### src/rtl/assert_macros.svh
// Assertion macros used by the allocator top level.
`ifndef ASSERT_MACROS_SVH
`define ASSERT_MACROS_SVH
// Check an implication on every clock edge outside reset.
`define ASSERT_IMP(label, clk, rst, ante, cons, msg) \
  label: assert property (@(posedge clk) disable iff (rst) (ante) |-> (cons)) else $error(msg);
// Check that the consequent holds in the cycle after the antecedent.
`define ASSERT_NEXT(label, clk, rst, ante, cons, msg) \
  label: assert property (@(posedge clk) disable iff (rst) (ante) |=> (cons)) else $error(msg);
`endif

### src/rtl/lru_alloc_pkg.sv
// Package with constants and types of the LRU register allocator.
package lru_alloc_pkg;
  localparam int MaxVars = 256;
  localparam int NumRegs = 17;
  localparam int SlotBytes = 4;
  localparam int VarW = $clog2(MaxVars);
  localparam int RegW = 5;
  localparam int OffW = 16;
  localparam int AgeW = 16;

  localparam logic [2:0] CMD_ACCESS = 3'd0;
  localparam logic [2:0] CMD_STORE_ALL = 3'd1;
  localparam logic [2:0] CMD_STORE_REL = 3'd2;
  localparam logic [2:0] CMD_NEW_FUNC = 3'd3;
  localparam logic [2:0] CMD_RESERVE = 3'd4;

  localparam logic [1:0] KIND_STORE = 2'd0;
  localparam logic [1:0] KIND_LOAD = 2'd1;
  localparam logic [1:0] KIND_GRANT = 2'd2;
  localparam logic [1:0] KIND_DONE = 2'd3;

  typedef struct packed {
    logic [1:0] kind;
    logic [RegW-1:0] reg_index;
    logic [OffW-1:0] mem_offset;
    logic last;
  } result_t;
endpackage

### src/rtl/lru_alloc_out.sv
// Two-entry output queue that decouples result beats from the sequencer.
module lru_alloc_out import lru_alloc_pkg::*; (
  input  logic clk,
  input  logic rst,
  input  logic push,
  input  result_t push_data,
  output logic has_room,
  output logic empty,
  output logic m_axis_tvalid,
  input  logic m_axis_tready,
  output result_t head
);
  result_t q0, q1;
  logic [1:0] cnt;
  logic pop;
  assign pop = m_axis_tvalid && m_axis_tready;
  assign m_axis_tvalid = cnt != 2'd0;
  assign has_room = cnt != 2'd2;
  assign empty = cnt == 2'd0;
  assign head = q0;
  always_ff @(posedge clk) begin
    if (rst) begin
      cnt <= 2'd0;
    end else begin
      cnt <= cnt + {1'b0, push} - {1'b0, pop};
    end
    if (pop) begin
      q0 <= q1;
      if (push && cnt == 2'd1) q0 <= push_data;
      if (push && cnt == 2'd2) q1 <= push_data;
    end else if (push) begin
      if (cnt == 2'd0) q0 <= push_data;
      else q1 <= push_data;
    end
  end
endmodule

### config.mk
export PLATFORM = sky130hd
export DESIGN_NAME = lru_alloc_out
export DESIGN_NICKNAME = d
export VERILOG_FILES = /design/src/rtl/assert_macros.svh /design/src/rtl/lru_alloc_pkg.sv /design/src/rtl/lru_alloc_out.sv
export SDC_FILE = /design/constraint.sdc
export NUM_CORES = 1
export LEC_CHECK = 0
export BUFFER_PORTS_ARGS = -buffer_cell sky130_fd_sc_hd__buf_4
export CAP_MARGIN = 40
export CORE_MARGIN = 2
export CORE_UTILIZATION = 55
export DETAILED_ROUTE_END_ITERATION = 10
export PLACE_DENSITY_LB_ADDON = 0.05
export SLEW_MARGIN = 5
export SYNTH_ARGS = -nofsm -noshare
export SYNTH_HDL_FRONTEND = slang
export SYNTH_SLANG_ARGS = --single-unit
### constraint.sdc
create_clock -name clk -period 2.7 [get_ports clk]
set_input_delay 0.54 -clock clk [delete_from_list [all_inputs] [get_ports clk]]
set_output_delay 0.54 -clock clk [all_outputs]
set_load 0.01 [all_outputs]
Word-level counts from Yosys, hierarchy flattened --
Cells that the tools add are included.
Cells by class: equality and inequality tests 5, divide/modulo/power cells 0, reductions and logical operators 9, shifts and indexed selects 0, add/subtract/negate cells 2, magnitude comparators 0, bitwise gates (word level) 0, mux-type cells 8, multipliers 0
Operators with widths (number):
- $mux W24 | 8
- $reduce_bool A2 Y1 | 3
- $ne A2 B1 Y1 const B | 2
- $logic_and A1 B1 Y1 | 3
- $reduce_and A3 Y1 | 1
- $add A2 B1 Y2 | 1
- $eq A2 B1 Y1 const B | 1
- $eq A2 B2 Y1 const B | 1
- $logic_not A2 Y1 | 1
- $ne A2 B2 Y1 const B | 1
- $reduce_and A2 Y1 | 1
- $sub A2 B1 Y2 | 1
Storage, ports and cells: RAM bits 0, output and inout bits 27, ROM bits 0, word-level logic and storage cells 33, bits in latches 0, flip-flop bits (word level) 50, memories 0

Longest topological paths before layout --
Gate-level depths: netlist of the first run.
depth in word-level cells 4, depth in mapped cells 6, gate-level depth less buffers 6

Least setup slack after synthesis of the first run --
OpenSTA, ideal clock, no wires.
path kind input to register, start point in m_axis_tready, end point reg q1[0] (netlist name) (enable), buffers on the path 0, stages on the path 2, data arrival time 1246 ps, path slack 1071 ps, cells stage by stage nand2_1 -> and3_1
On the way: longest elaborated chain between the ends 3
Ends and longest elaborated chain:
- start, declared | line lru_alloc_out.sv:10 | input logic m_axis_tready,
- $logic_and A1 B1 Y1 * | line lru_alloc_out.sv:16 | assign pop = m_axis_tvalid && m_axis_tready;
- $ne A2 B1 Y1 (no source line) / $reduce_bool A2 Y1 (equally long branches)
- $reduce_and A3 Y1 (no source line) *
- end signal, assigned | line lru_alloc_out.sv:30 | if (push && cnt == 2'd2) q1 <= push_data;
- end signal, assigned | line lru_alloc_out.sv:33 | else q1 <= push_data;
- end, declared | line lru_alloc_out.sv:13 | result_t q0, q1;
Mark *: on every way between the ends. The rest lies on a longest branch, timed or not. A chain may end at the register's enable or synchronous reset.

Final worst setup path of the first run --
start point reg cnt[1], end point out empty
On the way: longest elaborated chain between the ends 1
Ends and longest elaborated chain:
- start, declared | line lru_alloc_out.sv:14 | logic [1:0] cnt;
- start signal, assigned | line lru_alloc_out.sv:25 | cnt <= cnt + {1'b0, push} - {1'b0, pop};
- $logic_not A2 Y1 | line lru_alloc_out.sv:19 | assign empty = cnt == 2'd0;
- end, declared | line lru_alloc_out.sv:8 | output logic empty,
No other way between the ends.

==> results.json, run 1 <==
{
  "nets": 183,
  "synth_warnings": 0,
  "ir_worst_vdd_mv": 0.456,
  "setup_violations": 0,
  "core_area_um2": 3390,
  "crit_slowest_cell": "dfxtp_1",
  "worstSetupPathType": "register to output pin",
  "cts.sinks": 50,
  "status": "finished, final reports clean",
  "grt_pass1_wl_um": 5200,
  "drv_slew": 0,
  "diodes": 0,
  "area_growth_pct": 26.2,
  "clk-insertion-delay-late_ns": 0.37,
  "cp.arrival_ns": 1.25,
  "drtAntennaViolNets": 0,
  "syn-cell-area_um2": 1980,
  "fp.dieW_um": 63.9,
  "dp_hpwl_um": 2250,
  "timing.rr.start": "cnt[1]",
  "p_leak_uw": 0.00104,
  "cts.htree.levels": 2,
  "reg2reg_to": "head[4]",
  "post_synth_num_cell_types": 16,
  "grt_pass1_vias": 1036,
  "cp-end-kind": "output pin",
  "finalClockSkew_ns": 0.0158,
  "powerDensity_nw_per_um2": 597,
  "vias": 1010,
  "layout-drive-gt1-share_pct": 59.4,
  "initial_utilization_pct": 58.3,
  "synth_top_area_cell": "edfxtp_1",
  "syn_avg_cell_area_um2": 21.5,
  "crit_family": "flip-flops",
  "hold_violations": 0,
  "hold_class": "input pin to register",
  "holdPathStages": 2,
  "synth_seq_cells": 50,
  "avgViaCountPerCell": 5.02,
  "routedWlPerCell_um": 16.0,
  "hold_ws_ns": 0.341,
  "portBuffers": 54,
  "yosysSeqAreaShare_pct": 75.0,
  "rows": 21,
  "synthCells": 92,
  "max_stage_delay_ns": 0.37,
  "crit_fanout": 4,
  "clockRootBuffer": "clkbuf_4",
  "numCtsBuffers": 5,
  "drc": 0,
  "grt_usage_pct": 17.6,
  "worstHoldEndpoint": "cnt[0]",
  "drv_cap": 0,
  "postCtsResizedCells": 0,
  "crit_path_start_kind": "register",
  "final.fill_count": 208,
  "finalWirelength_um": 3220,
  "fmax_mhz": 557,
  "rsz0062_at_grt": "false",
  "max_slew_margin_pct": 61.3,
  "place_congestion": 0.667,
  "antenna_found_initial": 0,
  "period_needed_ns": 1.79,
  "syn_nets": 121,
  "required_ns": 2.16,
  "ioPinCount": 55,
  "grt_overflow": 0,
  "drt_iter0_markers": 56,
  "yosys-top-cells-area": "edfxtp_1 (73%), mux2_4 (15%), mux2_2 (3.4%), dfxtp_1 (2.0%), buf_6 (1.1%)",
  "synth_top_area_share_pct": 73.0,
  "worstPathCellList": "or2_2 > inv_1 > buf_4",
  "die_y_um": 63.9,
  "tightest_slew_ns": 0.580,
  "clockBufferDepth": 2,
  "finalCritPeriodShare_pct": 66.5,
  "grt_max_degree": 25,
  "cts_hold_buffers": 0,
  "die_area_um2": 4090,
  "timing.setup.tns_ns": 0,
  "critPathBufInv": 2,
  "r2r_setup_slack_ns": 1.00,
  "post-cts-setup-buffers": 0,
  "rr_worst_depth": 2,
  "min-delay-start": "rst",
  "path_clk_slew_ns": 0.12,
  "firstDrtPassIters": 4,
  "cts_tree": "done"
}
[cell type report]
class / count / area (µm²) / share of cell area, %
sequential: 50 / 1480 / 59.4
timing repair buffer: 57 / 428 / 17.2
clock inverter: 3 / 16.3 / 0.653
inverter: 2 / 7.51 / 0.301
clock buffer: 5 / 37.5 / 1.51
multi-input combinational: 38 / 464 / 18.6
tap: 46 / 57.6 / 2.31
[logic make-up (layout without fill, tap and decap cells)]
| kind of cell | after synthesis | after routing | synth area share [%] |
|---|---|---|---|
| AO/OA/AOI/OAI | 2 | 2 | 1.20 |
| buffers and inverters | 4 | 67 | 1.52 |
| adder cells (fa/ha/maj) | 1 | 1 | 0.633 |
| AND/OR/NAND/NOR | 8 | 8 | 2.53 |
| flip-flops | 50 | 50 | 75.0 |
| multiplexers | 27 | 27 | 19.1 |
[layer usage]
metal  routed length [µm]  vias to the layer above  share of wire [%]  track usage, %
li1                     -                      475                  -               -
met1                 1360                      493                 42            21.8
met2                 1580                       37                 49            27.7
met3                  243                        5                7.5            7.92
met4                   38                        0                1.2            5.71
met5                    0                        -                  0               0
[worst max-delay path by stage]
| stage | endpoint | cells past startpoint | from |
|---|---|---|---|
| after floorplan | q1[0] | 2 | m_axis_tready |
| after global placement | head[0] | 5 | push |
| after detailed placement | head[0] | 5 | push |
| after CTS | empty | 3 | cnt[1] |
| after global routing | empty | 3 | cnt[1] |
| final | empty | 3 | cnt[1] |
[sequential cells by signal, indices dropped and copies added (netlist names)]
register and cells:
head 24, q1 24, cnt 2
[Yosys cell counts]
| cell type | count |
|---|---|
| or2_2 | 1 |
| nor2b_4 | 1 |
| mux2_2 | 6 |
| mux2i_1 | 1 |
| a21boi_0 | 1 |
| edfxtp_1 | 48 |
| and3_1 | 1 |
| ha_1 | 1 |
| inv_1 | 2 |
| buf_6 | 2 |
| nor2b_1 | 2 |
| o21ai_4 | 1 |
| nor2_1 | 1 |
| dfxtp_1 | 2 |
| mux2_4 | 20 |
| nand2_1 | 2 |
[where the power goes]
part / switching [µW] / internal (µW)
Clock: 229 / 97.7
Combinational: 97.5 / 124
Sequential: 16.8 / 921
Total: 344 / 1140
[layout by cell type (no fill, tap or decap), drive strengths merged]
cell type	n
buf	57
clkbuf	5
ha	1
mux2	26
inv	2
nor2b	3
mux2i	1
or2	1
o21ai	1
edfxtp	48
clkinv	3
nor2	1
a21boi	1
and3	1
nand2	2
dfxtp	2
[metrics by stage]
step | setup WS [ns] | power (µW) | std cells | area [µm²] | utilization [%]
after floorplan | 1.07 | 1060 | 92 | 1980 | -
after global placement | 1.03 | 1170 | 193 | 2440 | 71.9
after detailed placement | 0.985 | 1180 | 193 | 2440 | 71.9
after CTS | 0.903 | 1490 | 201 | 2490 | 73.5
after global routing | 0.835 | 1550 | 201 | 2490 | 73.5
final | 0.906 | 1490 | 201 | 2490 | 73.5
(Power assumes the default switching activity.)
==> run 2, diff against run 1 <==
- ABC_AREA: default -> 1
- CORE_UTILIZATION: 55 -> 46
- clock period: 2.7 -> 1.6 ns (I/O delays scaled with it)
==> run 2 against run 1 <==
Via count rose by 32%. Die area rose by 18%. Register-to-register slack got worse by 0.90 ns. Sequential share of layout area fell by 1.5 points. Routed wire length rose by 22%. Clock power rose by 130%. Sequential cell count did not move. Worst hold slack got worse by 0.18 ns. Core utilization fell by 10 points. Setup slack got worse by 0.84 ns. Synthesized area barely moved.
==> results.json, run 2 <==
{
  "place_congestion": 0.679,
  "rr_worst_depth": 8,
  "cts_tree": "done",
  "cp.arrival_ns": 1.21,
  "worstHoldEndpoint": "cnt[0]",
  "rows": 23,
  "layout_common_cells": "nand2_1 (56), buf_4 (56), edfxtp_1 (48), nand3_1 (26)",
  "placed_cell_area_um2": 2440,
  "met2_usage_pct": 28.6,
  "dp.cells": 258,
  "syn_avg_cell_area_um2": 12.6,
  "p_leak_uw": 0.00109,
  "worstSetupPathType": "register to output pin",
  "cp-end-kind": "output pin",
  "routedWlPerCell_um": 14.7,
  "rsz0062_at_grt": "false",
  "tightest_slew_ns": 0.454,
  "crit_top_cell": "buf_4",
  "synth_flop_cell": "edfxtp_1",
  "grt_overflow": 0,
  "clockRootBuffer": "clkbuf_8",
  "status": "finished, final reports clean",
  "max_stage_delay_ns": 0.36,
  "core_area_um2": 4060,
  "synth_seq_cells": 50,
  "total_power_uw": 3200,
  "crit_slowest_cell": "dfxtp_2",
  "finalWirelength_um": 3930,
  "powerDensity_nw_per_um2": 1250,
  "grt_pass1_wl_um": 6240,
  "drv_cap": 0,
  "finalCritPeriodShare_pct": 95.7,
  "ir_worst_vdd_mv": 0.600,
  "vias": 1336,
  "die_y_um": 69.6,
  "layout-drive-gt1-share_pct": 35.5,
  "ioPinCount": 55,
  "dp_hpwl_um": 2540,
  "hold_class": "input pin to register",
  "max_slew_margin_pct": 69.6,
  "area_growth_pct": 29.5,
  "final.fill_count": 333,
  "hold_violations": 0,
  "crit_path_start_kind": "register",
  "design_area_um2": 2560,
  "yosysSeqAreaShare_pct": 74.9,
  "worstPathCellList": "inv_2 > nand2_4 > buf_4 > inv_1 > buf_4",
  "cts.htree.levels": 2,
  "grt_max_degree": 25,
  "clk-insertion-delay-late_ns": 0.31,
  "drv_slew": 0,
  "post_synth_num_cell_types": 16,
  "diodes": 0,
  "portBuffers": 54,
  "crit_family": "buffers and inverters",
  "finalNonFillerCells": 267,
  "period_needed_ns": 1.53,
  "synth_warnings": 0,
  "top_usage_layer": "met2",
  "syn_nets": 186,
  "nets": 245,
  "antenna_found_initial": 0,
  "firstDrtPassIters": 4,
  "timing.setup.tns_ns": 0,
  "finalClockSkew_ns": 0.00890,
  "drt_iter0_markers": 130,
  "grt_usage_pct": 16.9,
  "drc": 0,
  "setup_violations": 0,
  "fp.dieW_um": 69.6,
  "crit_fanout": 5,
  "yosys-top-cells-area": "edfxtp_1 (73%), nand2_1 (11%), nand3_1 (6.6%), dfxtp_1 (2.0%), inv_1 (1.3%)",
  "grt_pass1_vias": 1338,
  "drtAntennaViolNets": 0,
  "path_clk_slew_ns": 0.09,
  "synth_commonest_cells": "nand2_1 (57), edfxtp_1 (48), nand3_1 (26), inv_1 (7)",
  "place_ws_ns": 0.0451,
  "r2r_setup_slack_ns": 0.10,
  "cts.sinks": 50,
  "timing.rr.start": "cnt[0]",
  "yosysMostFrequentCell": "nand2_1",
  "synth_top_area_cell": "edfxtp_1",
  "global_route.usage.met1_pct": 19.5,
  "required_ns": 1.28,
  "holdPathStages": 2,
  "syn-cell-area_um2": 1980,
  "synth_top_area_share_pct": 72.9,
  "reg2reg_to": "q1[21]",
  "numCtsBuffers": 5,
  "initial_utilization_pct": 48.7,
  "avgViaCountPerCell": 5.00,
  "clockBufferDepth": 2,
  "layout_setup_ws_ns": 0.0693,
  "met3_usage_pct": 6.40,
  "synthCells": 157,
  "die_area_um2": 4840,
  "synth_edf_count": 48,
  "synthArstFlopShare_pct": 0,
  "critPathBufInv": 4,
  "fmax_mhz": 653,
  "min-delay-start": "rst"
}
-- run 2: layout make-up --
cell class              instances  area, µm²  share of cell area [%]
flip-flops and latches         50       1480                    58.0
multi-input cells              93        443                    17.3
repair buffers                 58        443                    17.3
clock buffers                   5       68.8                    2.69
well taps                      50       62.6                    2.44
inverters                       8       33.8                    1.32
clock inverters                 3       25.0                   0.978
-- run 2: metal layers --
metal / share of wire [%] / up-vias
met1: 43 / 622
met4: 1.5 / 0
met3: 6.2 / 5
met5: 0 / -
li1: - / 658
met2: 49 / 51
-- run 2: logic make-up after synthesis --
logic type               count (synthesis)  share of synthesized area, %
AO/OA/AOI/OAI                            2                         0.506
flip-flops                              50                          74.9
AND/OR/NAND/NOR                         89                          19.7
buffers and inverters                   15                          4.18
adder cells (fa/ha/maj)                  1                         0.633
-- run 2: how the worst max path moves through the flow --
stage               slack, ns        to  cells past startpoint   start
floorplan                0.11     q1[0]                      6  cnt[0]
global placement         0.10  head[12]                      3    push
detailed placement       0.05  head[12]                      3  cnt[0]
CTS                      0.03  head[21]                      3  cnt[0]
global route            0.002     empty                      5  cnt[0]
finish                   0.07     empty                      5  cnt[0]
-- run 2: power by group --
group | total, µW | switching, µW | internal [µW]
registers | 1740 | 57.0 | 1680
clock network | 751 | 435 | 316
logic | 714 | 418 | 296
-- run 2: stage by stage --
stage	util, %	hold slack (ns)
final	63.1	0.158
after global placement	60.1	0.489
after floorplan	-	0.391
after CTS	62.4	0.156
after detailed placement	60.1	0.489
after global routing	63.1	0.142
-- run 2: repair_timing --
action | CTS | global route
setup endpoints to repair | 0 | 49
hold buffers | 0 | 0
resized for setup | 0 | 7
setup buffers | 0 | 0
==> run 3, diff against run 2 <==
- GPL_TIMING_DRIVEN: default -> 0
==> run 3 against run 2 <==
Register-to-register slack got worse by 0.07 ns. Routed wire length rose by 0.28%. Total power fell by 1.5%. Core utilization rose by 0.68 points. Largest cell class unchanged. Largest power group unchanged. Via count rose by 0.67%. Clock skew fell by 0.0069 ns. Sequential share of layout area fell by 0.71 points. Non-clock buffer count rose by 4. Clock-buffer cell count rose by 2. Sequential cell count did not move. Sequential power barely moved.
==> results.json, run 3 (synthesis results as in run 2) <==
{
  "clk-insertion-delay-late_ns": 0.29,
  "drtAntennaViolNets": 0,
  "powerDensity_nw_per_um2": 1220,
  "core_area_um2": 4060,
  "worstSetupPathType": "register to register",
  "fp.dieW_um": 69.6,
  "grt_max_degree": 14,
  "cts.htree.levels": 2,
  "clockRootBuffer": "clkbuf_8",
  "grt_overflow": 0,
  "top_usage_layer": "met2",
  "routedWlPerCell_um": 14.5,
  "setup_violations": 0,
  "rows": 23,
  "met2_usage_pct": 28.7,
  "status": "finished, final reports clean",
  "portBuffers": 53,
  "die_area_um2": 4840,
  "ioPinCount": 55,
  "ir_worst_vdd_mv": 0.570,
  "grt_usage_pct": 17.6,
  "die_y_um": 69.6,
  "cts_tree": "done",
  "period_needed_ns": 1.57,
  "clockBufferDepth": 2,
  "global_route.usage.met1_pct": 22.4,
  "holdPathStages": 2,
  "p_leak_uw": 0.00111,
  "finalCritPeriodShare_pct": 97.9,
  "place_congestion": 0.684,
  "firstDrtPassIters": 5,
  "hold_violations": 0,
  "layout_common_cells": "nand2_1 (56), buf_4 (55), edfxtp_1 (48), nand3_1 (26), inv_1 (6)",
  "finalWirelength_um": 3940,
  "cp.arrival_ns": 1.50,
  "met3_usage_pct": 5.09,
  "required_ns": 1.53,
  "cp-end-kind": "register",
  "crit_path_start_kind": "register",
  "numCtsBuffers": 5,
  "timing.setup.tns_ns": 0,
  "hold_class": "input pin to register",
  "path_clk_slew_ns": 0.08,
  "total_power_uw": 3160,
  "tightest_slew_ns": 0.687,
  "vias": 1345,
  "layout_commonest_cell": "nand2_1",
  "diodes": 0,
  "layout-drive-gt1-share_pct": 34.4,
  "max_slew_margin_pct": 54.2,
  "area_growth_pct": 30.9,
  "rr_worst_depth": 3,
  "rsz0062_at_grt": "true",
  "crit_fanout": 12,
  "fmax_mhz": 638,
  "cts.sinks": 50,
  "cts_hold_buffers": 0,
  "drc": 0,
  "initial_utilization_pct": 48.7,
  "drv_slew": 0,
  "grt_pass1_vias": 1391,
  "nets": 250,
  "drt_iter0_markers": 86,
  "dp_hpwl_um": 2580,
  "grt_pass1_wl_um": 6560,
  "avgViaCountPerCell": 4.96,
  "drv_cap": 0,
  "antenna_found_initial": 0,
  "finalClockSkew_ns": 0.00197
}
==> run 3: cell count changes in the layout (fill, tap and decap cells not counted), moves of 2 or more <==
cell and delta:
buf_12 +2, buf_2 +3, clkbuf_1 +2, dfxtp_1 +2, dfxtp_2 -2
==> run 3: per-stage QoR <==
| step | setup WS, ns | std cells | instance area, µm² | utilization [%] | hold WS (ns) |
|---|---|---|---|---|---|
| finish | 0.0329 | 271 | 2590 | 63.8 | 0.178 |
| global route | -0.0633 | 271 | 2590 | 63.8 | 0.169 |
| detailed placement | -0.121 | 260 | 2450 | 60.4 | 0.490 |
| CTS | 0.0367 | 269 | 2550 | 62.8 | 0.175 |
| floorplan | 0.108 | 157 | 1990 | - | 0.391 |
| global placement | -0.0495 | 260 | 2450 | 60.4 | 0.484 |
==> run 3: critical path, cell delays in order (launching register included) <==
cell     delay, ns
dfxtp_1       0.34
inv_1         0.15
nand2_4       0.13
o21ai_2       0.59
==> run 3: final cells by class <==
class                           count  area (µm²)
Sequential cell                    50        1480
Fill cell                         318        1470
Timing Repair Buffer               55         438
Multi-Input combinational cell     93         435
Clock buffer                        7        76.3
Tap cell                           50        62.6
Buffer                              7        52.6
Inverter                            8        33.8
Timing Repair inverter              1        7.51
==> run 3: what timing repair did <==
action,CTS,global route
endpoints found under the setup margin,48,38
setup buffers,0,2
gates resized for setup,2,0
cloned,2,0
pin swaps,1,0
==> run 3: metal layers <==
| metal | routed length [µm] | up-vias |
|---|---|---|
| met5 | 0 | - |
| met4 | 57 | 0 |
| met3 | 231 | 6 |
| met2 | 1920 | 46 |
| met1 | 1730 | 625 |
| li1 | - | 668 |
==> run 3: path summary, 6_finish.rpt <==
kind / startpoint / endpoint / slack, ns
setup / recovery: cnt[0] / head[13] / 0.03
setup reg to reg: cnt[0] / head[13] / 0.03
hold / removal: rst / cnt[0] / 0.18
hold reg to reg: q1[9] / head[9] / 0.56
==> run 3: report_power, final <==
| group | total (µW) | switching (µW) | internal [µW] |
|---|---|---|---|
| logic | 748 | 425 | 323 |
| clock network | 674 | 372 | 302 |
| registers | 1730 | 53.4 | 1680 |
