$ cat config.mk
export PLATFORM = sky130hd
export DESIGN_NAME = lru_alloc_ram
export DESIGN_NICKNAME = d
export VERILOG_FILES = /design/src/rtl/assert_macros.svh /design/src/rtl/lru_alloc_ram.sv
export SDC_FILE = /design/constraint.sdc
export NUM_CORES = 1
export LEC_CHECK = 0
export BUFFER_PORTS_ARGS = -buffer_cell sky130_fd_sc_hd__buf_2
export CAP_MARGIN = 20
export CELL_PAD_IN_SITES_DETAIL_PLACEMENT = 0
export CELL_PAD_IN_SITES_GLOBAL_PLACEMENT = 2
export CORE_ASPECT_RATIO = 1.25
export CORE_UTILIZATION = 48
export DETAILED_ROUTE_END_ITERATION = 7
export GPL_TIMING_DRIVEN = 0
export PLACE_DENSITY = 0.85
export SYNTH_ARGS = -nofsm -noshare
export SYNTH_HDL_FRONTEND = slang
export SYNTH_SLANG_ARGS = --single-unit
$ cat constraint.sdc
create_clock -name clk -period 2.7 [get_ports clk]
set_clock_uncertainty 0.2 [all_clocks]
set_input_delay 0.54 -clock clk [delete_from_list [all_inputs] [get_ports clk]]
set_output_delay 0.54 -clock clk [all_outputs]
set_load 0.02 [all_outputs]
$ cat src/rtl/assert_macros.svh
// Assertion macros used by the allocator top level.
`ifndef ASSERT_MACROS_SVH
`define ASSERT_MACROS_SVH
// Check an implication on every clock edge outside reset.
`define ASSERT_IMP(label, clk, rst, ante, cons, msg) \
  label: assert property (@(posedge clk) disable iff (rst) (ante) |-> (cons)) else $error(msg);
// Check that the consequent holds in the cycle after the antecedent.
`define ASSERT_NEXT(label, clk, rst, ante, cons, msg) \
  label: assert property (@(posedge clk) disable iff (rst) (ante) |=> (cons)) else $error(msg);
`endif

$ cat src/rtl/lru_alloc_ram.sv
// Generic single-port-write, one-read-port RAM with registered read.
module lru_alloc_ram #(
  parameter int Width = 8,
  parameter int Depth = 16
) (
  input  logic clk,
  input  logic we,
  input  logic [$clog2(Depth)-1:0] waddr,
  input  logic [Width-1:0] wdata,
  input  logic [$clog2(Depth)-1:0] raddr,
  output logic [Width-1:0] rdata
);
  logic [Width-1:0] mem [Depth];
  always_ff @(posedge clk) begin
    if (we) mem[waddr] <= wdata;
    rdata <= mem[raddr];
  end
endmodule

# Word level (Yosys, flattened, before mapping)
# Memories as Yosys holds them, arrays and structs flattened. A register that Yosys moved wholly into a read port is not among the register bits.
# Index checks and enable logic that the tools add are counted.
# op_classes
add_sub_neg	0
multipliers	0
div_mod_pow	0
n_lt_le_gt_ge	0
n_eq_ne	0
shifts	0
mux	2
bitwise_logic	0
n_reduce_logical	0
# ops
op	count
1-bit two-way mux	2
# word_totals
register_bits	0
latch_bits	0
mem_bits_rw	128
rom_bits	0
input_bits	18
output_inout_bits	8
word_cells	3
n_memories	1
# memory_table
name	words	width	read_ports	rd_ports_with_merged_regs	wr	line_no	source
mem	16	8	1	1	1	lru_alloc_ram.sv:13	logic [Width-1:0] mem [Depth];

# Depth between registers and ports, before layout
# Gate-level depths: netlist of run 1.
# depth
word_depth	2
depth_mapped	5
ltp_nobuf	3

# Least setup slack after synthesis of run 1
# Ideal clock, no wire load.
# synth_timing
kind	in2reg
start	in waddr[2]
end	mem mem[0][0] (enable)
setup_ps	383
arrival_ps	1650
t_required_ps	2117
slack_ps	467
path_stages	2
path_buffers	0
cell_sequence	or3b_2 -> nor3_1
# synth_lines
element	line_no	source
from (decl)	lru_alloc_ram.sv:8	input logic [$clog2(Depth)-1:0] waddr,
to (decl)	lru_alloc_ram.sv:13	
# Straight into the memory's write port.

# Final worst setup path of run 1
# layout_timing
start	in waddr[2]
end	mem mem[0][2] (enable)
# Straight into the memory's write port.

==> flow_results.xml, run 1 <==
<?xml version="1.0" encoding="UTF-8"?>
<metrics>
  <group name="die">
    <metric name="io_pins" unit="">26</metric>
    <metric name="start_util" unit="%">50.2</metric>
    <metric name="die_area" unit="mm2">0.0111</metric>
    <metric name="dieHeight" unit="um">118</metric>
    <metric name="core_area" unit="mm2">0.0103</metric>
    <metric name="row_count" unit="">41</metric>
    <metric name="die_w" unit="um">94.6</metric>
  </group>
  <group name="global_route">
    <metric name="grt_start_max_net_pins" unit="">17</metric>
    <metric name="grt_first_pass_wirelength" unit="um">15000</metric>
    <metric name="globalRoute.totalOverflow" unit="">0</metric>
    <metric name="antenna_found_initial" unit="">0</metric>
    <metric name="grt_pass1_vias" unit="">2534</metric>
    <metric name="grt_use_total" unit="%">19.7</metric>
  </group>
  <group name="worst_setup_path">
    <metric name="regToRegStartpoint" unit="">mem[10][2]$_DFFE_PP_</metric>
    <metric name="crit_required" unit="ns">2.61</metric>
    <metric name="ff2ff_path_depth" unit="">3</metric>
    <metric name="worstPathBufferInverterCount" unit="">2</metric>
    <metric name="worstSetupPathType" unit="">input pin to flop</metric>
    <metric name="worstReg2RegEnd" unit="">rdata[2]$_DFF_P_</metric>
    <metric name="timing.critical_path.slowest_cell_delay" unit="ns">0.60</metric>
    <metric name="worst_path_dominant_cell_family" unit="">simple AND/OR/NAND/NOR gates</metric>
    <metric name="rrSetupSlack" unit="ns">1.09</metric>
    <metric name="critical_path.slowest_cell" unit="">sky130_fd_sc_hd__nor3_1</metric>
    <metric name="cp_max_fo" unit="">5</metric>
    <metric name="timing.critical_path.cells" unit="">buf_2, or3b_2, nor3_1, buf_4</metric>
    <metric name="worstSetupEndpointType" unit="">flop</metric>
    <metric name="worstPathArrival" unit="ns">2.05</metric>
    <metric name="cp.depth" unit="">4</metric>
    <metric name="kind_of_launch_point_of_the_worst_setup_path" unit="">input pin</metric>
  </group>
  <group name="timing">
    <metric name="worst_slew_pin_tran" unit="ns">0.971</metric>
    <metric name="finalWorstPathRequiredPeriod" unit="ns">2.14</metric>
    <metric name="report.final.slew_viol_count" unit="">0</metric>
    <metric name="max_freq" unit="GHz">0.468</metric>
    <metric name="grt_setup_unrepaired" unit="">no</metric>
    <metric name="finalWorstSetupSlack" unit="ns">0.563</metric>
    <metric name="final.period_utilization" unit="%">79.1</metric>
    <metric name="setup_total_neg_slack" unit="ns">0</metric>
    <metric name="timing.slew.headroom" unit="%">35.0</metric>
    <metric name="finalHoldViolations" unit="">0</metric>
    <metric name="number_of_endpoints_failing_setup_at_the_final_stage" unit="">0</metric>
  </group>
  <group name="final_layout">
    <metric name="area_growth" unit="%">18.2</metric>
    <metric name="fillCellCount" unit="">747</metric>
    <metric name="antenna-diode-count" unit="">0</metric>
    <metric name="multi_input_comb_area" unit="mm2">0.00106</metric>
    <metric name="most_frequent_cells_in_the_layout" unit="">sky130_fd_sc_hd__edfxtp_1, sky130_fd_sc_hd__buf_2, sky130_fd_sc_hd__mux4_2</metric>
    <metric name="fraction_of_final_layout_cells_with_drive_strength_greater_than_1" unit="%">29.4</metric>
    <metric name="finish.net_count" unit="">294</metric>
    <metric name="seq_area" unit="mm2">0.00400</metric>
    <metric name="mostFrequentLayoutCell" unit="">sky130_fd_sc_hd__edfxtp_1</metric>
  </group>
  <group name="placement">
    <metric name="detailedPlacementHpwl" unit="um">6190</metric>
    <metric name="routabilityCongestion" unit="">0.728</metric>
    <metric name="place_worst_setup_slack" unit="ns">0.170</metric>
    <metric name="buffer_ports.inserted" unit="">24</metric>
  </group>
  <group name="routing">
    <metric name="vias" unit="">2413</metric>
    <metric name="drc_errors" unit="">0</metric>
    <metric name="dr.first_iter.drc_count" unit="">314</metric>
    <metric name="ant_nets" unit="">0</metric>
    <metric name="avgRoutedWirePerCell" unit="um">23.4</metric>
    <metric name="drt_pass1_iterations" unit="">4</metric>
    <metric name="routed_wl" unit="um">9790</metric>
    <metric name="via_per_inst" unit="">5.77</metric>
  </group>
  <group name="power">
    <metric name="leakage" unit="uW">0.00206</metric>
    <metric name="power_density_over_the_cells" unit="mW/mm2">825</metric>
    <metric name="power_frac_clock" unit="%">48.0</metric>
    <metric name="internal_power" unit="uW">4070</metric>
    <metric name="netSwitchingFraction" unit="%">18.9</metric>
    <metric name="peakVddDrop" unit="uV">486</metric>
    <metric name="switching_power" unit="uW">948</metric>
    <metric name="p_comb_share" unit="%">4.7</metric>
    <metric name="p_total" unit="uW">5020</metric>
    <metric name="power.share.sequential" unit="%">47.3</metric>
  </group>
  <group name="clocking">
    <metric name="cts_max_level" unit="">4</metric>
    <metric name="worst_skew_pair.late_latency" unit="ns">0.41</metric>
    <metric name="cts-root-buf" unit="">sky130_fd_sc_hd__clkbuf_16</metric>
    <metric name="tritoncts" unit="">done</metric>
    <metric name="cts_setup_buffers" unit="">0</metric>
    <metric name="cts_num_sinks" unit="">136</metric>
    <metric name="resized_cells_post_cts" unit="">0</metric>
    <metric name="cts_made_buffers" unit="">17</metric>
    <metric name="holdBufCountCts" unit="">0</metric>
    <metric name="cts.clk_slew.worst_paths" unit="ns">0.05</metric>
    <metric name="clockBufferDepth" unit="">2</metric>
  </group>
  <group name="yosys">
    <metric name="synth_seq_area_share" unit="%">77.8</metric>
    <metric name="yosys.area_share.xor_xnor" unit="%">0</metric>
    <metric name="compound_gate_portion_of_the_synthesized_area" unit="%">2.33</metric>
    <metric name="yosys.cell_types.count" unit="">19</metric>
    <metric name="mappedNetlistArea" unit="mm2">0.00515</metric>
    <metric name="postSynthCellCount" unit="">229</metric>
    <metric name="biggest_area_consumer_among_synthesized_cells" unit="">sky130_fd_sc_hd__edfxtp_1</metric>
    <metric name="netlist.area_leader.share" unit="%">74.7</metric>
    <metric name="yosys.area_share.adder" unit="%">0</metric>
    <metric name="ys_seq_elements" unit="">136</metric>
    <metric name="synthSimpleGateAreaFrac" unit="%">3.18</metric>
    <metric name="synth.area.top_cells" unit="">sky130_fd_sc_hd__edfxtp_1, sky130_fd_sc_hd__mux4_2, sky130_fd_sc_hd__mux4_1</metric>
    <metric name="synth_top_family_by_area" unit="">multiplexers</metric>
    <metric name="synth.net_count" unit="">247</metric>
    <metric name="synth.mux.area_fraction" unit="%">15.0</metric>
    <metric name="syn_area_per_cell" unit="um2">22.5</metric>
    <metric name="ys.warnings.count" unit="">0</metric>
  </group>
  <group name="worst_hold_path">
    <metric name="hold_depth" unit="">1</metric>
    <metric name="min-delay-path-class" unit="">input pin to flop</metric>
    <metric name="timing.hold.worst.start" unit="">wdata[6]</metric>
    <metric name="hold_path_end" unit="">mem[15][6]$_DFFE_PP_</metric>
  </group>
  <group name="job">
    <metric name="cap_viol_max_count" unit="">0</metric>
  </group>
  <group name="outcome">
    <metric name="outcome" unit="">finished clean</metric>
  </group>
</metrics>
-- Yosys cell counts (all sizes together) --
cell type and count:
nor2b 1, nand3b 2, nand3 1, edfxtp 128, buf 7, nand2b 2
and2 1, clkdlybuf4s25 3, mux4 32, nor2 13, and2b 1, or3b 1
nand2 9, dfxtp 8, nor3 4, a22oi 16
-- power by group through the flow --
stage / registers, uW / clock network [uW] / logic (uW)
2_1_floorplan: 2430 / 0 / 120
3_3_place_gp: 2410 / 0 / 231
3_5_place_dp: 2420 / 0 / 237
4_1_cts: 2370 / 2420 / 240
5_1_grt: 2380 / 2520 / 253
6_report: 2370 / 2410 / 235
-- cells by family (layout without fill, tap and decap cells) --
logic type,after synthesis,in the layout
compound gates,16,16
mux,32,32
simple gates,35,35
buf+inv,10,70
flops,136,136
-- state kept, by name (all words and copies together) (netlist names) --
name	count
rdata	8
mem	128
-- cell type report --
| type | count | area share [%] |
|---|---|---|
| clock buffer | 24 | 7.92 |
| clock inverter | 8 | 2.34 |
| multi-input combinational | 83 | 17.4 |
| tap | 129 | 2.65 |
| timing repair buffer | 28 | 2.47 |
| sequential | 136 | 65.8 |
| buffer | 10 | 1.42 |
-- worst max-delay path by stage --
stage / to / from / slack, ns
2_1_floorplan: mem[0][0]$_DFFE_PP_ / waddr[2] / 0.47
3_3_place_gp: mem[0][1]$_DFFE_PP_ / waddr[2] / -0.17
3_5_place_dp: mem[2][1]$_DFFE_PP_ / waddr[2] / 0.17
4_1_cts: mem[0][6]$_DFFE_PP_ / waddr[2] / 0.54
5_1_grt: mem[0][2]$_DFFE_PP_ / waddr[2] / 0.51
6_report: mem[0][2]$_DFFE_PP_ / waddr[2] / 0.56
-- worst reg2reg max path, cell delays in order, from the launching register on --
cell,delay [ns]
sky130_fd_sc_hd__edfxtp_1,0.38
sky130_fd_sc_hd__mux4_1,0.52
sky130_fd_sc_hd__a22oi_1,0.30
sky130_fd_sc_hd__nand2_1,0.08
-- metal layers --
| layer | wire length (um) | share of wire, % | vias up | global-route usage, % |
|---|---|---|---|---|
| li1 | - | - | 1064 | - |
| met1 | 3960 | 40 | 1246 | 26.2 |
| met2 | 5100 | 52 | 90 | 31.0 |
| met3 | 515 | 5.3 | 13 | 4.07 |
| met4 | 212 | 2.2 | 0 | 9.56 |
| met5 | 0 | 0 | - | 0 |
-- through the flow --
| step | instance area (um2) | cells | hold WS [ns] | util (%) |
|---|---|---|---|---|
| 2_1_floorplan | 5150 | 229 | 0.429 | - |
| 3_3_place_gp | 5430 | 382 | 0.463 | 52.9 |
| 3_5_place_dp | 5460 | 386 | 0.473 | 53.2 |
| 4_1_cts | 6080 | 418 | 0.315 | 59.3 |
| 5_1_grt | 6080 | 418 | 0.327 | 59.3 |
| 6_report | 6080 | 418 | 0.323 | 59.3 |
Power figures use the tool's default switching activity.
==> run 2: changes to the inputs <==
- ABC_AREA: default -> 1
- CORE_UTILIZATION: 48 -> 36
- PLACE_DENSITY: 0.85 -> 0.81
- clock period: 2.7 -> 1.8 ns (I/O delays scaled with it)
==> flow_results.xml, run 2 <==
<?xml version="1.0" encoding="UTF-8"?>
<metrics>
  <group name="final_layout">
    <metric name="mostFrequentLayoutCell" unit="">sky130_fd_sc_hd__nand2_1</metric>
    <metric name="largest_reg_flops" unit="">128</metric>
    <metric name="area_growth" unit="%">16.7</metric>
    <metric name="antenna-diode-count" unit="">0</metric>
    <metric name="fillCellCount" unit="">1482</metric>
    <metric name="fin_util" unit="%">43.0</metric>
    <metric name="seq_area" unit="mm2">0.00400</metric>
    <metric name="top_register" unit="">mem</metric>
    <metric name="multi_input_comb_area" unit="mm2">0.00121</metric>
    <metric name="finish.net_count" unit="">610</metric>
    <metric name="most_frequent_cells_in_the_layout" unit="">sky130_fd_sc_hd__nand2_1, sky130_fd_sc_hd__edfxtp_1, sky130_fd_sc_hd__inv_1</metric>
    <metric name="fraction_of_final_layout_cells_with_drive_strength_greater_than_1" unit="%">12.9</metric>
    <metric name="reg.largest.list" unit="">mem: 128 flops, rdata: 8 flops</metric>
  </group>
  <group name="worst_setup_path">
    <metric name="worstReg2RegEnd" unit="">rdata[2]$_DFF_P_</metric>
    <metric name="worstSetupEndpointType" unit="">flop</metric>
    <metric name="worst_path_dominant_cell_family" unit="">simple AND/OR/NAND/NOR gates</metric>
    <metric name="rrSetupSlack" unit="ns">0.52</metric>
    <metric name="worstPathBufferInverterCount" unit="">1</metric>
    <metric name="regToRegStartpoint" unit="">mem[3][2]$_DFFE_PP_</metric>
    <metric name="kind_of_launch_point_of_the_worst_setup_path" unit="">input pin</metric>
    <metric name="critical_path.slowest_cell" unit="">sky130_fd_sc_hd__nor2_1</metric>
    <metric name="worstPathArrival" unit="ns">1.46</metric>
    <metric name="crit_required" unit="ns">1.64</metric>
    <metric name="worstSetupPathType" unit="">input pin to flop</metric>
    <metric name="cp_max_fo" unit="">8</metric>
    <metric name="timing.critical_path.cells" unit="">buf_2, nand3b_1, nor2_1</metric>
    <metric name="timing.critical_path.slowest_cell_delay" unit="ns">0.76</metric>
    <metric name="ff2ff_path_depth" unit="">6</metric>
  </group>
  <group name="yosys">
    <metric name="synth_commonest_cells" unit="">sky130_fd_sc_hd__nand2_1, sky130_fd_sc_hd__edfxtp_1, sky130_fd_sc_hd__inv_1, sky130_fd_sc_hd__nand3_1, sky130_fd_sc_hd__nor2_1</metric>
    <metric name="synth.net_count" unit="">569</metric>
    <metric name="synth.area.top_cells" unit="">sky130_fd_sc_hd__edfxtp_1, sky130_fd_sc_hd__nand2_1, sky130_fd_sc_hd__nand3_1</metric>
    <metric name="dominantRegCellSynth" unit="">sky130_fd_sc_hd__edfxtp_1</metric>
    <metric name="syn_area_per_cell" unit="um2">10.5</metric>
    <metric name="biggest_area_consumer_among_synthesized_cells" unit="">sky130_fd_sc_hd__edfxtp_1</metric>
    <metric name="synth.most_common_cell" unit="">sky130_fd_sc_hd__nand2_1</metric>
    <metric name="yosys.cell_types.count" unit="">12</metric>
    <metric name="ys_seq_elements" unit="">136</metric>
    <metric name="netlist.area_leader.share" unit="%">66.7</metric>
    <metric name="postSynthCellCount" unit="">551</metric>
    <metric name="synth_seq_area_share" unit="%">69.4</metric>
    <metric name="edff_count_synth" unit="">128</metric>
    <metric name="ys.warnings.count" unit="">0</metric>
    <metric name="synthArstFlopShare" unit="%">0</metric>
    <metric name="mappedNetlistArea" unit="mm2">0.00577</metric>
  </group>
  <group name="routing">
    <metric name="dr.first_iter.drc_count" unit="">221</metric>
    <metric name="ant_nets" unit="">0</metric>
    <metric name="routed_wl" unit="um">14400</metric>
    <metric name="avgRoutedWirePerCell" unit="um">17.6</metric>
    <metric name="drt_pass1_iterations" unit="">6</metric>
    <metric name="vias" unit="">3792</metric>
    <metric name="via_per_inst" unit="">4.64</metric>
    <metric name="drc_errors" unit="">0</metric>
  </group>
  <group name="power">
    <metric name="leakage" unit="uW">0.00289</metric>
    <metric name="power_density_over_the_cells" unit="mW/mm2">1120</metric>
    <metric name="peakVddDrop" unit="uV">494</metric>
  </group>
  <group name="clocking">
    <metric name="worst_skew_pair.late_latency" unit="ns">0.42</metric>
    <metric name="resized_cells_post_cts" unit="">0</metric>
    <metric name="cts_made_buffers" unit="">17</metric>
    <metric name="tritoncts" unit="">done</metric>
    <metric name="cts_setup_buffers" unit="">0</metric>
    <metric name="holdBufCountCts" unit="">0</metric>
    <metric name="cts-root-buf" unit="">sky130_fd_sc_hd__clkbuf_16</metric>
    <metric name="cts_max_level" unit="">4</metric>
    <metric name="clockBufferDepth" unit="">2</metric>
    <metric name="cts_num_sinks" unit="">136</metric>
    <metric name="cts.clk_slew.worst_paths" unit="ns">0.06</metric>
  </group>
  <group name="timing">
    <metric name="report.final.slew_viol_count" unit="">0</metric>
    <metric name="finalHoldViolations" unit="">0</metric>
    <metric name="final.period_utilization" unit="%">89.7</metric>
    <metric name="hold_slack" unit="ns">0.163</metric>
    <metric name="max_freq" unit="GHz">0.619</metric>
    <metric name="timing.slew.headroom" unit="%">35.8</metric>
    <metric name="grt_setup_unrepaired" unit="">no</metric>
    <metric name="worst_slew_pin_tran" unit="ns">0.960</metric>
    <metric name="finalWorstPathRequiredPeriod" unit="ns">1.62</metric>
    <metric name="number_of_endpoints_failing_setup_at_the_final_stage" unit="">0</metric>
  </group>
  <group name="outcome">
    <metric name="outcome" unit="">finished clean</metric>
  </group>
  <group name="worst_hold_path">
    <metric name="timing.hold.worst.start" unit="">wdata[2]</metric>
    <metric name="min-delay-path-class" unit="">input pin to flop</metric>
    <metric name="hold_path_end" unit="">mem[3][2]$_DFFE_PP_</metric>
    <metric name="hold_depth" unit="">1</metric>
  </group>
  <group name="die">
    <metric name="die_w" unit="um">115</metric>
    <metric name="row_count" unit="">51</metric>
    <metric name="die_area" unit="mm2">0.0165</metric>
    <metric name="dieHeight" unit="um">144</metric>
    <metric name="start_util" unit="%">36.9</metric>
    <metric name="io_pins" unit="">26</metric>
    <metric name="core_area" unit="mm2">0.0156</metric>
  </group>
  <group name="global_route">
    <metric name="antenna_found_initial" unit="">0</metric>
    <metric name="grt_pass1_vias" unit="">3733</metric>
    <metric name="globalRoute.totalOverflow" unit="">0</metric>
    <metric name="grt_start_max_net_pins" unit="">17</metric>
    <metric name="grt_first_pass_wirelength" unit="um">21600</metric>
    <metric name="grt_use_total" unit="%">18.9</metric>
  </group>
  <group name="placement">
    <metric name="buffer_ports.inserted" unit="">22</metric>
    <metric name="detailedPlacementHpwl" unit="um">9570</metric>
    <metric name="routabilityCongestion" unit="">0.826</metric>
  </group>
  <group name="job">
    <metric name="cap_viol_max_count" unit="">0</metric>
  </group>
</metrics>
==> run 2: changes by cell type after synthesis, moves of 4 or more <==
cell / previous run / this run
sky130_fd_sc_hd__mux4_2: 18 / 0
sky130_fd_sc_hd__a22oi_1: 16 / 0
sky130_fd_sc_hd__buf_2: 3 / 13
sky130_fd_sc_hd__inv_1: 0 / 100
sky130_fd_sc_hd__mux4_1: 14 / 0
sky130_fd_sc_hd__nand3_1: 1 / 97
sky130_fd_sc_hd__nor2_1: 13 / 17
sky130_fd_sc_hd__nor3_1: 4 / 0
sky130_fd_sc_hd__nand2_1: 9 / 173
==> run 2: routing by layer <==
metal	track usage, %	share of wire (%)
met1	23.7	43
met2	30.4	48
met3	3.46	4.2
met4	11.3	3.9
met5	0	0
==> run 2: logic make-up (layout without fill, tap and decap cells) <==
kind of cell	count (synthesis)	count (layout)	share of synthesized area (%)
simple gates	289	289	21.0
flops	136	136	69.4
buf+inv	126	180	9.52
==> run 2: final cells by class <==
cell class	count	area share [%]
Buffer	24	2.47
Sequential cell	136	59.5
Tap cell	212	3.94
Inverter	102	5.69
Multi-Input combinational cell	289	18.0
Clock inverter	15	2.42
Clock buffer	17	6.32
Timing Repair Buffer	22	1.64
==> run 2: power by group <==
group	internal (uW)	switching [uW]	total, uW	leakage [uW]
Clock	2070	1400	3470	0.000284
Combinational	136	346	483	0.00139
Sequential	3540	16.5	3560	0.00122
==> run 2: per-stage QoR <==
stage	TNS (ns)	total power, uW	instances	setup slack, ns	cell area [um2]
floorplan	0	3900	551	0.289	5770
global placement	-17.29	4100	785	-0.336	6140
detailed placement	-19.49	4110	785	-0.268	6140
CTS	0	7550	817	0.180	6730
global route	0	7730	817	0.116	6730
finish	0	7510	817	0.185	6730
==> run 2: worst max-delay path by stage <==
stage	depth (start not counted)	end	from	slack (ns)
floorplan	2	mem[10][0]$_DFFE_PP_	waddr[2]	0.29
global placement	3	mem[6][0]$_DFFE_PP_	waddr[3]	-0.34
detailed placement	3	mem[7][1]$_DFFE_PP_	waddr[3]	-0.27
CTS	3	mem[9][4]$_DFFE_PP_	waddr[2]	0.18
global route	3	mem[4][3]$_DFFE_PP_	waddr[3]	0.12
finish	3	mem[8][5]$_DFFE_PP_	waddr[2]	0.18
==> run 3: changes to the inputs <==
- CORE_ASPECT_RATIO: 1.25 -> 0.9
- CORE_UTILIZATION: 36 -> 43
- PLACE_DENSITY: 0.81 -> 0.9
- clock period: 1.8 -> 2.05 ns (I/O delays scaled with it)
==> flow_results.xml, run 3 (same netlist as run 2, synthesis figures left out) <==
<?xml version="1.0" encoding="UTF-8"?>
<metrics>
  <group name="outcome">
    <metric name="outcome" unit="">finished clean</metric>
  </group>
  <group name="clocking">
    <metric name="cts_num_sinks" unit="">136</metric>
    <metric name="cts_max_level" unit="">4</metric>
    <metric name="resized_cells_post_cts" unit="">0</metric>
    <metric name="clockBufferDepth" unit="">2</metric>
    <metric name="worst_skew_pair.late_latency" unit="ns">0.43</metric>
    <metric name="cts_setup_buffers" unit="">0</metric>
    <metric name="cts_made_buffers" unit="">17</metric>
    <metric name="cts-root-buf" unit="">sky130_fd_sc_hd__clkbuf_16</metric>
    <metric name="tritoncts" unit="">done</metric>
    <metric name="cts.clk_slew.worst_paths" unit="ns">0.06</metric>
    <metric name="holdBufCountCts" unit="">0</metric>
  </group>
  <group name="final_layout">
    <metric name="largest_reg_flops" unit="">128</metric>
    <metric name="multi_input_comb_area" unit="mm2">0.00121</metric>
    <metric name="fillCellCount" unit="">1139</metric>
    <metric name="most_frequent_cells_in_the_layout" unit="">sky130_fd_sc_hd__nand2_1, sky130_fd_sc_hd__edfxtp_1, sky130_fd_sc_hd__inv_1</metric>
    <metric name="finish.net_count" unit="">610</metric>
    <metric name="antenna-diode-count" unit="">0</metric>
    <metric name="fraction_of_final_layout_cells_with_drive_strength_greater_than_1" unit="%">12.7</metric>
    <metric name="area_growth" unit="%">16.8</metric>
    <metric name="mostFrequentLayoutCell" unit="">sky130_fd_sc_hd__nand2_1</metric>
    <metric name="finalNonFillerCells" unit="">769</metric>
    <metric name="top_register" unit="">mem</metric>
    <metric name="seq_area" unit="mm2">0.00400</metric>
    <metric name="reg.largest.list" unit="">mem: 128 flops, rdata: 8 flops</metric>
  </group>
  <group name="power">
    <metric name="leakage" unit="uW">0.00293</metric>
    <metric name="p_total" unit="uW">6880</metric>
    <metric name="power_density_over_the_cells" unit="mW/mm2">1020</metric>
    <metric name="peakVddDrop" unit="uV">665</metric>
  </group>
  <group name="worst_hold_path">
    <metric name="min-delay-path-class" unit="">input pin to flop</metric>
  </group>
  <group name="placement">
    <metric name="buffer_ports.inserted" unit="">22</metric>
    <metric name="dp_cells" unit="">737</metric>
    <metric name="routabilityCongestion" unit="">0.802</metric>
    <metric name="detailedPlacementHpwl" unit="um">9120</metric>
  </group>
  <group name="die">
    <metric name="io_pins" unit="">26</metric>
    <metric name="core_area" unit="mm2">0.0129</metric>
    <metric name="row_count" unit="">39</metric>
    <metric name="die_w" unit="um">124</metric>
    <metric name="start_util" unit="%">44.8</metric>
    <metric name="dieHeight" unit="um">112</metric>
    <metric name="die_area" unit="mm2">0.0139</metric>
  </group>
  <group name="worst_setup_path">
    <metric name="worstPathArrival" unit="ns">1.58</metric>
    <metric name="timing.critical_path.cells" unit="">buf_2, nand3b_1, nor2_1</metric>
    <metric name="critical_path.slowest_cell" unit="">sky130_fd_sc_hd__nor2_1</metric>
    <metric name="worstSetupPathType" unit="">input pin to flop</metric>
    <metric name="worstSetupEndpointType" unit="">flop</metric>
    <metric name="timing.critical_path.slowest_cell_delay" unit="ns">0.84</metric>
    <metric name="cp_max_fo" unit="">8</metric>
    <metric name="kind_of_launch_point_of_the_worst_setup_path" unit="">input pin</metric>
    <metric name="crit_required" unit="ns">1.90</metric>
  </group>
  <group name="timing">
    <metric name="finalHoldViolations" unit="">0</metric>
    <metric name="max_freq" unit="GHz">0.577</metric>
    <metric name="timing.slew.headroom" unit="%">27.5</metric>
    <metric name="number_of_endpoints_failing_setup_at_the_final_stage" unit="">0</metric>
    <metric name="grt_setup_unrepaired" unit="">no</metric>
    <metric name="worst_slew_pin_tran" unit="ns">1.08</metric>
    <metric name="setup_total_neg_slack" unit="ns">0</metric>
    <metric name="final.period_utilization" unit="%">84.5</metric>
    <metric name="finalWorstPathRequiredPeriod" unit="ns">1.73</metric>
    <metric name="report.final.slew_viol_count" unit="">0</metric>
  </group>
  <group name="routing">
    <metric name="dr.first_iter.drc_count" unit="">458</metric>
    <metric name="avgRoutedWirePerCell" unit="um">18.5</metric>
    <metric name="drc_errors" unit="">0</metric>
    <metric name="ant_nets" unit="">0</metric>
    <metric name="vias" unit="">3843</metric>
    <metric name="drt_pass1_iterations" unit="">5</metric>
    <metric name="via_per_inst" unit="">5.00</metric>
    <metric name="routed_wl" unit="um">14200</metric>
  </group>
  <group name="global_route">
    <metric name="grt_use_total" unit="%">22.9</metric>
    <metric name="antenna_found_initial" unit="">0</metric>
    <metric name="grt_pass1_vias" unit="">3676</metric>
    <metric name="grt_first_pass_wirelength" unit="um">21900</metric>
    <metric name="globalRoute.totalOverflow" unit="">0</metric>
    <metric name="grt_start_max_net_pins" unit="">17</metric>
  </group>
  <group name="job">
    <metric name="cap_viol_max_count" unit="">0</metric>
  </group>
</metrics>
[run 3: cell count changes in the layout (fill, tap and decap cells not counted), sizes merged]
cell,change
clkbuf,+8
bufinv,+2
inv,-8
clkinvlp,-1
clkinv,-1
[run 3: area by class of cell]
cell class | instances | share of cell area [%]
Sequential cell | 136 | 59.4
Buffer | 24 | 2.47
Timing Repair Buffer | 22 | 1.63
Clock buffer | 25 | 7.65
Inverter | 102 | 5.68
Multi-Input combinational cell | 289 | 18.0
Clock inverter | 7 | 2.04
Tap cell | 164 | 3.05
[run 3: critical path: cells and delay by family]
kind,cells,cell delay [ns]
buffers and inverters,1,0.12
AND/OR/NAND/NOR,2,1.05
[run 3: report_power, final]
part	internal (uW)	total, uW	switching (uW)
sequential	3110	3120	14.6
clock	2220	3330	1110
combinational	119	425	305
[run 3: metal layers]
layer	track usage [%]	vias to the layer above	part of all wire, %
met5	0	-	0
met4	9.29	0	2.4
met3	6.40	23	8.8
met2	32.9	164	44
met1	32.6	1802	44
li1	-	1854	-
[run 3: worst paths after layout]
check | start | to | slack [ns] | cells after the start
worst max-delay path | waddr[3] | mem[7][5]$_DFFE_PP_ | 0.32 | 3
worst min-delay path | wdata[7] | mem[4][7]$_DFFE_PP_ | 0.18 | 1
worst max register to register | mem[11][5]$_DFFE_PP_ | rdata[5]$_DFF_P_ | 0.83 | 6
worst min register to register | mem[6][2]$_DFFE_PP_ | rdata[2]$_DFF_P_ | 0.49 | 6
[run 3: metrics by stage]
stage	area (um2)	setup WS, ns	hold slack [ns]	util (%)
after detailed placement	6080	-0.101	0.472	47.2
final	6740	0.317	0.182	52.3
after CTS	6740	0.338	0.196	52.3
after floorplan	5770	0.489	0.309	-
after global placement	6080	-0.0932	0.479	47.2
after global routing	6740	0.284	0.189	52.3
